<file path="config.mk">
export PLATFORM = sky130hd
export DESIGN_NAME = emergency_event_history
export DESIGN_NICKNAME = d
export VERILOG_FILES = /design/src/rtl/eeh_pkg.sv /design/src/rtl/emergency_event_history.sv /design/src/rtl/eeh_ctrl.sv /design/src/rtl/eeh_datapath.sv
export VERILOG_INCLUDE_DIRS = /design/src /design/src/rtl
export SDC_FILE = /design/constraint.sdc
export NUM_CORES = 2
export LEC_CHECK = 0
export BUFFER_PORTS_ARGS = -buffer_cell sky130_fd_sc_hd__buf_2
export CAP_MARGIN = 20
export CORE_MARGIN = 4
export CORE_UTILIZATION = 60
export DETAILED_ROUTE_END_ITERATION = 6
export PLACE_DENSITY_LB_ADDON = 0.1
export SKIP_CTS_REPAIR_TIMING = 1
export SLEW_MARGIN = 25
export SYNTH_ARGS = -nofsm -noshare
export SYNTH_HDL_FRONTEND = slang
export SYNTH_SLANG_ARGS = --single-unit
</file>
<file path="constraint.sdc">
create_clock -name i_clk -period 14.2 [get_ports i_clk]
set_clock_uncertainty 0.1 [all_clocks]
set_input_delay 0.71 -clock i_clk [delete_from_list [all_inputs] [get_ports i_clk]]
set_output_delay 0.71 -clock i_clk [all_outputs]
set_load 0.02 [all_outputs]
</file>
<file path="src/rtl/assert_macros.svh">
// Concurrent assertion macros shared by the RTL files.
`ifndef ASSERT_MACROS_SVH
`define ASSERT_MACROS_SVH
`ifndef NO_ASSERTIONS
// same-cycle implication, checked out of reset
`define ASSERT_IMPLY(lbl, clk, rst_n, ante, cons) \
    lbl: assert property (@(posedge clk) disable iff (!(rst_n)) (ante) |-> (cons)) \
        else $error("assertion failed");
// next-cycle implication, checked out of reset
`define ASSERT_NEXT(lbl, clk, rst_n, ante, cons) \
    lbl: assert property (@(posedge clk) disable iff (!(rst_n)) (ante) |=> (cons)) \
        else $error("assertion failed");
`else
`define ASSERT_IMPLY(lbl, clk, rst_n, ante, cons)
`define ASSERT_NEXT(lbl, clk, rst_n, ante, cons)
`endif
`endif

</file>
<file path="src/rtl/eeh_pkg.sv">
// Package of the emergency event history: sizes, item kinds, entry and control types.
package eeh_pkg;

    localparam int HISTORY_DEPTH = 16;
    localparam int SLOT_W = (HISTORY_DEPTH > 1) ? $clog2(HISTORY_DEPTH) : 1;
    localparam int LEFT_W = $clog2(HISTORY_DEPTH + 1);

    localparam logic [1:0] KIND_RECORD = 2'd0;
    localparam logic [1:0] KIND_QUERY  = 2'd1;
    localparam logic [1:0] KIND_CLEAR  = 2'd2;

    typedef struct packed {
        logic [31:0] sequence_no;
        logic [6:0]  node;
        logic [15:0] code;
        logic [7:0]  err_reg;
        logic [39:0] manufacturer;
    } t_entry;

    // controller -> datapath
    typedef struct packed {
        logic rec;      // record transfer accepted
        logic clr;      // clear transfer accepted
        logic load;     // query accepted: load scan start point
        logic rd;       // read the current slot
        logic step;     // move to the next older slot
        logic none;     // deliver a "not found" result
        logic found;    // deliver the entry just read
    } t_cmd;

    // datapath -> controller
    typedef struct packed {
        logic cand_zero;
        logic left_zero;
        logic entry_ok;
        logic node_hit;
    } t_status;

endpackage

</file>
<file path="src/rtl/emergency_event_history.sv">
// Top level of the emergency event history: controller, datapath and checks.
//
// Command channel: an item transfers at a rising edge with start high and busy low.
//   i_kind selects record (0), query (1) or clear (2); kind 3 is dropped.
// Record: node 1..127 is stored under the next sequence number;
//   node 0 is dropped. busy stays low, so another item may follow at once.
// Clear: empties the history, busy stays low.
// Query: busy rises for the scan, which walks back from the newest event,
//   each entry taking a registered event-memory read and then a compare,
//   over at most HISTORY_DEPTH entries. The scan ends when an entry read
//   decides the result or when it runs out of entries; an empty history
//   answers not found without reading an entry.
// Result channel: o_result_valid is high for exactly one cycle with the result
//   fields; the receiver cannot stall it. busy is already low in that cycle,
//   so the next item may transfer while the result is shown.
// o_status 0 means an event was found; 1 means none, with all fields zero.
// Reset (i_rst_n low, synchronous) empties the history, returns to idle and
//   drops any scan in progress. Per-slot valid flags clear at once.
`include "assert_macros.svh"

module emergency_event_history (
    input  logic        i_clk,
    input  logic        i_rst_n,
    input  logic        start,
    output logic        busy,
    input  logic [1:0]  i_kind,
    input  logic [6:0]  i_node_id,
    input  logic [15:0] i_error_code,
    input  logic [7:0]  i_error_register,
    input  logic [39:0] i_manufacturer_data,
    output logic        o_result_valid,
    output logic        o_status,
    output logic [6:0]  o_found_node,
    output logic [15:0] o_found_code,
    output logic [7:0]  o_found_register,
    output logic [39:0] o_found_manufacturer,
    output logic [31:0] o_found_sequence
);

    eeh_pkg::t_cmd    w_cmd;
    eeh_pkg::t_status w_status;

    // sequencing of transfers and the query scan
    eeh_ctrl u_ctrl (
        .i_clk    (i_clk),
        .i_rst_n  (i_rst_n),
        .i_start  (start),
        .i_kind   (i_kind),
        .i_status (w_status),
        .o_cmd    (w_cmd),
        .o_busy   (busy),
        .o_strobe (o_result_valid)
    );

    // storage, sequence counter, scan pointers and result registers
    eeh_datapath u_dp (
        .i_clk                (i_clk),
        .i_rst_n              (i_rst_n),
        .i_cmd                (w_cmd),
        .i_node_id            (i_node_id),
        .i_error_code         (i_error_code),
        .i_error_register     (i_error_register),
        .i_manufacturer_data  (i_manufacturer_data),
        .o_status             (w_status),
        .o_res_status         (o_status),
        .o_found_node         (o_found_node),
        .o_found_code         (o_found_code),
        .o_found_register     (o_found_register),
        .o_found_manufacturer (o_found_manufacturer),
        .o_found_sequence     (o_found_sequence)
    );

    // busy is already low whenever a result is shown
    `ASSERT_IMPLY(a_result_when_idle, i_clk, i_rst_n, o_result_valid, !busy)
    // an accepted query always starts a scan
    `ASSERT_NEXT(a_query_goes_busy, i_clk, i_rst_n,
        start && !busy && (i_kind == eeh_pkg::KIND_QUERY), busy)
    // record, clear or dropped kinds never produce a result
    `ASSERT_NEXT(a_no_result_other, i_clk, i_rst_n,
        start && !busy && (i_kind != eeh_pkg::KIND_QUERY), !o_result_valid)
    // a found event always carries a real node and sequence
    `ASSERT_IMPLY(a_found_is_real, i_clk, i_rst_n, o_result_valid && !o_status,
        (o_found_node != 7'd0) && (o_found_sequence != 32'd0))
    // nothing found means all fields are zero
    `ASSERT_IMPLY(a_none_is_zero, i_clk, i_rst_n, o_result_valid && o_status,
        (o_found_node == 7'd0) && (o_found_sequence == 32'd0))

endmodule

</file>
<file path="src/rtl/eeh_ctrl.sv">
// Controller of the emergency event history: accepts items and sequences the query scan.
module eeh_ctrl (
    input  logic            i_clk,
    input  logic            i_rst_n,
    input  logic            i_start,
    input  logic [1:0]      i_kind,
    input  eeh_pkg::t_status i_status,
    output eeh_pkg::t_cmd   o_cmd,
    output logic            o_busy,
    output logic            o_strobe
);

    typedef enum logic [1:0] {
        S_IDLE,
        S_SCAN,
        S_CHECK
    } t_state;

    t_state r_state;
    logic   r_busy;
    logic   r_strobe;
    logic   w_accept;
    logic   w_scan_end;

    assign w_accept   = (r_state == S_IDLE) && i_start;
    assign w_scan_end = i_status.cand_zero || i_status.left_zero;

    always_comb begin
        o_cmd       = '0;
        o_cmd.rec   = w_accept && (i_kind == eeh_pkg::KIND_RECORD);
        o_cmd.clr   = w_accept && (i_kind == eeh_pkg::KIND_CLEAR);
        o_cmd.load  = w_accept && (i_kind == eeh_pkg::KIND_QUERY);
        o_cmd.rd    = (r_state == S_SCAN) && !w_scan_end;
        o_cmd.none  = ((r_state == S_SCAN) && w_scan_end)
                    || ((r_state == S_CHECK) && !i_status.entry_ok);
        o_cmd.found = (r_state == S_CHECK) && i_status.entry_ok && i_status.node_hit;
        o_cmd.step  = (r_state == S_CHECK) && i_status.entry_ok && !i_status.node_hit;
    end

    always_ff @(posedge i_clk) begin
        if (!i_rst_n) begin
            r_state  <= S_IDLE;
            r_busy   <= 1'b0;
            r_strobe <= 1'b0;
        end else begin
            r_strobe <= 1'b0;
            case (r_state)
                S_IDLE: begin
                    if (o_cmd.load) begin
                        r_state <= S_SCAN;
                        r_busy  <= 1'b1;
                    end
                end
                S_SCAN: begin
                    if (w_scan_end) begin
                        r_state  <= S_IDLE;
                        r_busy   <= 1'b0;
                        r_strobe <= 1'b1;
                    end else begin
                        r_state <= S_CHECK;
                    end
                end
                S_CHECK: begin
                    if (o_cmd.step) begin
                        r_state <= S_SCAN;
                    end else begin
                        r_state  <= S_IDLE;
                        r_busy   <= 1'b0;
                        r_strobe <= 1'b1;
                    end
                end
                default: begin
                    r_state <= S_IDLE;
                    r_busy  <= 1'b0;
                end
            endcase
        end
    end

    assign o_busy   = r_busy;
    assign o_strobe = r_strobe;

endmodule

</file>
<file path="src/rtl/eeh_datapath.sv">
// Datapath of the emergency event history: event memory, sequence, scan registers, result.
module eeh_datapath (
    input  logic              i_clk,
    input  logic              i_rst_n,
    input  eeh_pkg::t_cmd     i_cmd,
    input  logic [6:0]        i_node_id,
    input  logic [15:0]       i_error_code,
    input  logic [7:0]        i_error_register,
    input  logic [39:0]       i_manufacturer_data,
    output eeh_pkg::t_status  o_status,
    output logic              o_res_status,
    output logic [6:0]        o_found_node,
    output logic [15:0]       o_found_code,
    output logic [7:0]        o_found_register,
    output logic [39:0]       o_found_manufacturer,
    output logic [31:0]       o_found_sequence
);

    localparam logic [eeh_pkg::SLOT_W-1:0] LAST_SLOT =
        eeh_pkg::SLOT_W'(eeh_pkg::HISTORY_DEPTH - 1);

    eeh_pkg::t_entry r_mem [eeh_pkg::HISTORY_DEPTH];
    eeh_pkg::t_entry r_rd;
    eeh_pkg::t_entry w_wr;
    logic                          r_rd_valid;
    logic [eeh_pkg::HISTORY_DEPTH-1:0] r_valid;
    logic [31:0]                   r_latest;
    logic [eeh_pkg::SLOT_W-1:0]    r_head;
    logic [6:0]                    r_filter;
    logic [31:0]                   r_cand;
    logic [eeh_pkg::SLOT_W-1:0]    r_slot;
    logic [eeh_pkg::LEFT_W-1:0]    r_left;
    logic                          r_res_status;
    eeh_pkg::t_entry               r_res;

    logic [31:0]                   n_seq;
    logic [eeh_pkg::SLOT_W-1:0]    n_slot;
    logic                          w_write;

    // next sequence wraps past zero to 1; sequence 1 always lands in slot 0
    always_comb begin
        n_seq = r_latest + 32'd1;
        if (n_seq == 32'd0) begin
            n_seq = 32'd1;
        end
        if (n_seq == 32'd1 || r_head == LAST_SLOT) begin
            n_slot = '0;
        end else begin
            n_slot = r_head + eeh_pkg::SLOT_W'(1);
        end
    end

    assign w_write           = i_cmd.rec && (i_node_id != 7'd0);
    assign w_wr.sequence_no  = n_seq;
    assign w_wr.node         = i_node_id;
    assign w_wr.code         = i_error_code;
    assign w_wr.err_reg      = i_error_register;
    assign w_wr.manufacturer = i_manufacturer_data;

    // event memory, registered read
    always_ff @(posedge i_clk) begin
        if (w_write) begin
            r_mem[n_slot] <= w_wr;
        end
        if (i_cmd.rd) begin
            r_rd <= r_mem[r_slot];
        end
    end

    always_ff @(posedge i_clk) begin
        if (!i_rst_n) begin
            r_valid  <= '0;
            r_latest <= 32'd0;
            r_head   <= '0;
        end else if (i_cmd.clr) begin
            r_valid  <= '0;
            r_latest <= 32'd0;
            r_head   <= '0;
        end else if (w_write) begin
            r_valid[n_slot] <= 1'b1;
            r_latest        <= n_seq;
            r_head          <= n_slot;
        end
    end

    always_ff @(posedge i_clk) begin
        if (i_cmd.load) begin
            r_filter <= i_node_id;
            r_cand   <= r_latest;
            r_slot   <= r_head;
            r_left   <= eeh_pkg::LEFT_W'(eeh_pkg::HISTORY_DEPTH);
        end
        if (i_cmd.rd) begin
            r_rd_valid <= r_valid[r_slot];
            r_left     <= r_left - eeh_pkg::LEFT_W'(1);
        end
        if (i_cmd.step) begin
            r_cand <= (r_cand > 32'd1) ? r_cand - 32'd1 : 32'd0;
            r_slot <= (r_slot == '0) ? LAST_SLOT : r_slot - eeh_pkg::SLOT_W'(1);
        end
        if (i_cmd.none) begin
            r_res_status <= 1'b1;
            r_res        <= '0;
        end else if (i_cmd.found) begin
            r_res_status <= 1'b0;
            r_res        <= r_rd;
        end
    end

    assign o_status.cand_zero = (r_cand == 32'd0);
    assign o_status.left_zero = (r_left == '0);
    assign o_status.entry_ok  = r_rd_valid && (r_rd.sequence_no == r_cand);
    assign o_status.node_hit  = (r_filter == 7'd0) || (r_rd.node == r_filter);

    assign o_res_status         = r_res_status;
    assign o_found_node         = r_res.node;
    assign o_found_code         = r_res.code;
    assign o_found_register     = r_res.err_reg;
    assign o_found_manufacturer = r_res.manufacturer;
    assign o_found_sequence     = r_res.sequence_no;

endmodule
</file>
==> impl_metrics.ini <==
[final_layout]
nets = 3995
stdcell_count = 5707
finalInstanceArea_mm2 = 0.08453
drive_gt1_frac = 0.2733
area_growth_pct = 12.32

[timing]
slew_headroom = 0.2962
final_hold_viol_count = 0
tightest_slew_ns = 1.056
rsz0062_at_grt = no
drv_slew = 0
post-route-min-period_ns = 6.612
setup_viol = 0
finalCritPeriodShare = 0.4656
max_freq_ghz = 0.1512
tns_ns = 0

[global_routing]
antenna_found_initial = 18
gr-usage-all-layers = 0.2672
grt_max_degree = 115
grt_overflow = 0
first_global_vias = 37801
grt_pass1_wl_mm = 255.7

[worst_setup_path]
criticalPathCategory = reg2reg
slowest_stage = buf_4
required_ns = 14.50
slowest_delay_ns = 0.86
arrival_ns = 6.92
cp-startpoint = u_dp.r_latest[7]
critPathLaunchType = register
worst_setup_path_end_kind = register
reg2reg_from = u_dp.r_latest[7]
path_cells = nand4_1, or4_4, xnor2_2, a21oi_1, or4b_1, nor4_1, nand2_1, a21oi_4, buf_4, buf_4
path_common_cell = buf_4
cp_max_fo = 50

[clock_network]
cts_buffers = 189
cts_tree = done
clock_latency_ns = 0.80
cts.htree.levels = 4
cts.sinks = 1960
clk_pin_slew_worst_paths_ns = 0.06
clockRootBuffer = clkbuf_16
clk_path_buf_depth = 3

[logic_synthesis]
syn_avg_cell_area_um2 = 20.56
ys_seq_area_frac = 0.7608
synth.cell_area_mm2 = 0.07526
ys_ff_latch = 1960
synth.top_cell.area_share = 0.7182
ys_async_sr_fraction = 0
yosysUniqueCellTypes = 76
synth_edf_count = 1800
syn-num-nets = 3748
yosysWarnings = 0
ys.flop_type = edfxtp_1
synth_area_leaders = edfxtp_1, mux4_2, dfxtp_1, nand2_1, xor2_1
syn_inst = 3661
yosysTopAreaCell = edfxtp_1

[place]
hpwl_mm = 91.81
gp_routability_congestion = 0.8461
dpl.cell_count = 5352
dpl-instance-area_mm2 = 0.07828
portBuffers = 181

[worst_hold_path]
min-delay-start = i_rst_n
holdCritPathClass = in2reg

[detailed_routing]
vias = 36958
drt_iter0_markers = 4376
dr.pass1.iters = 7
wl_per_cell_um = 30.08
drc_errors = 3
wl_mm = 171.6
via_per_inst = 6.476
postRouteAntennaNets = 0

[floorplanning]
start_util = 0.6063
rows = 129
die-area_mm2 = 0.1312
ios = 182
chipWidth_um = 362.2
die_h_um = 362.2
core_mm2 = 0.1241

[run]
cap_violations = 0

[run_status]
status = finished with violations
violations = DRC

[power]
power.leakage_nw = 26.74
powerDensity_mw_per_mm2 = 135.6
peakVddDrop_v = 0.0001433
-- registers in the layout, summed over array words and instances, names as in the netlist, 2 cells and up --
| name | flops |
|---|---|
| u_dp.r_latest | 32 |
| u_dp.r_rd | 103 |
| u_dp.r_cand | 32 |
| u_dp.r_slot | 4 |
| u_dp.r_head | 4 |
| u_dp.o_found_register | 8 |
| u_dp.r_left | 5 |
| u_dp.o_found_manufacturer | 40 |
| u_ctrl.r_state | 2 |
| u_dp.o_found_node | 7 |
| u_dp.o_found_sequence | 32 |
| u_dp.r_filter | 7 |
| u_dp.o_found_code | 16 |
| u_dp.r_mem | 1648 |
| u_dp.r_valid | 16 |
-- layer usage --
metal	vias to the layer above	track usage	part of all wire
li1	15422	-	-
met1	19761	0.4008	0.42
met2	1511	0.4221	0.49
met3	244	0.04993	0.076
met4	20	0.05802	0.018
met5	-	0	0.00072
-- layout make-up --
type | instances | area, µm²
diodes | 5 | 12.51
clock inverters | 84 | 783.3
flip-flops and latches | 1960 | 57250
repair buffers | 266 | 1718
clock buffers | 264 | 5320
multi-input cells | 1465 | 17290
inverters | 26 | 110.1
well taps | 1637 | 2048
fillers | 7716 | 39590
-- kinds of logic after synthesis --
family,count (synthesis),synth area share
compound gates,229,0.01830
xor+xnor,128,0.01490
fa+ha+maj,11,0.001829
buf+inv,236,0.01264
flops,1960,0.7608
mux,524,0.1562
simple gates,573,0.03540
-- stage by stage --
| step | total power [W] | hold WS (ns) | util | setup slack [ns] |
|---|---|---|---|---|
| after floorplan | 0.006561 | 0.3226 | - | 1.051 |
| after global placement | 0.006656 | 0.3333 | 0.6298 | 7.574 |
| after detailed placement | 0.006666 | 0.3412 | 0.6306 | 7.439 |
| after CTS | 0.01155 | 0.05870 | 0.6798 | 7.418 |
| after global routing | 0.01182 | 0.09699 | 0.6810 | 7.179 |
| final | 0.01146 | 0.1209 | 0.6811 | 7.588 |
-- critical path: cells and delay by family, from the launching register on --
| kind | cells | cell delay [ns] |
|---|---|---|
| AND/OR/NAND/NOR | 5 | 2.77 |
| buffers and inverters | 2 | 1.62 |
| AO/OA/AOI/OAI | 2 | 0.72 |
| flip-flops | 1 | 0.60 |
| XOR/XNOR | 1 | 0.31 |
-- cells in the final DEF, fill, tap and decap left out, types with 5 or more instances in the layout --
| cell | synthesis | final |
|---|---|---|
| nand2b_1 | 8 | 8 |
| mux4_2 | 520 | 520 |
| o21ai_0 | 47 | 47 |
| nand2_1 | 325 | 325 |
| diode_2 | 0 | 5 |
| clkinv_1 | 0 | 32 |
| buf_12 | 1 | 7 |
| a31oi_1 | 6 | 6 |
| and2_1 | 7 | 7 |
| clkbuf_8 | 0 | 16 |
| and3_1 | 15 | 14 |
| inv_1 | 26 | 24 |
| buf_2 | 12 | 181 |
| buf_6 | 1 | 7 |
| or2_2 | 5 | 5 |
| nor2_1 | 70 | 70 |
| clkbuf_16 | 0 | 196 |
| clkinv_2 | 0 | 27 |
| bufinv_16 | 0 | 14 |
| edfxtp_1 | 1800 | 1800 |
| dfxtp_1 | 160 | 160 |
| nor4_2 | 0 | 15 |
| a32o_1 | 14 | 14 |
| inv_6 | 0 | 6 |
| nand3_1 | 21 | 20 |
| or3_1 | 11 | 11 |
| buf_4 | 7 | 68 |
| ha_1 | 11 | 11 |
| clkbuf_1 | 142 | 52 |
| xor2_1 | 75 | 66 |
| nor3_1 | 24 | 24 |
| a21oi_1 | 120 | 119 |
| nor4_1 | 36 | 21 |
| xor2_2 | 0 | 9 |
| xnor2_1 | 53 | 50 |
| nand4_1 | 24 | 24 |
-- power by group --
part / internal [W] / switching (W) / leakage (nW)
combinational: 0.0000784 / 0.000145 / 6.31
sequential: 0.00630 / 0.0000177 / 17.4
clock: 0.00286 / 0.00206 / 2.99
total: 0.00924 / 0.00222 / 26.7
-- synth_stat cells (3+ instances only) --
cell / instances
a311oi_1: 3
mux4_2: 520
a31oi_1: 6
and2_1: 7
xnor2_1: 53
o22a_1: 3
buf_1: 47
buf_2: 12
nand2_1: 325
or4_1: 3
buf_4: 7
a32o_1: 14
nand2b_1: 8
o22ai_1: 3
a21oi_1: 120
nand3_1: 21
o31a_1: 4
o21ai_0: 47
and3_1: 15
ha_1: 11
inv_1: 26
dfxtp_1: 160
nand3b_1: 3
nand4_1: 24
edfxtp_1: 1800
or2_2: 5
xor2_1: 75
nor4_1: 36
or3_1: 11
clkbuf_1: 142
nor3_1: 24
nor2_1: 70
-- final timing paths --
| path | endpoint | slack [ns] | cells after the start |
|---|---|---|---|
| worst max-delay path | u_dp.r_mem[0][16] | 7.59 | 10 |
| worst min-delay path | u_ctrl.o_strobe | 0.12 | 3 |
| worst max register to register | u_dp.r_mem[0][16] | 7.59 | 10 |
| worst min register to register | u_dp.o_found_sequence[26] | 0.35 | 2 |
No activity file was read; power rests on OpenSTA's default activity.
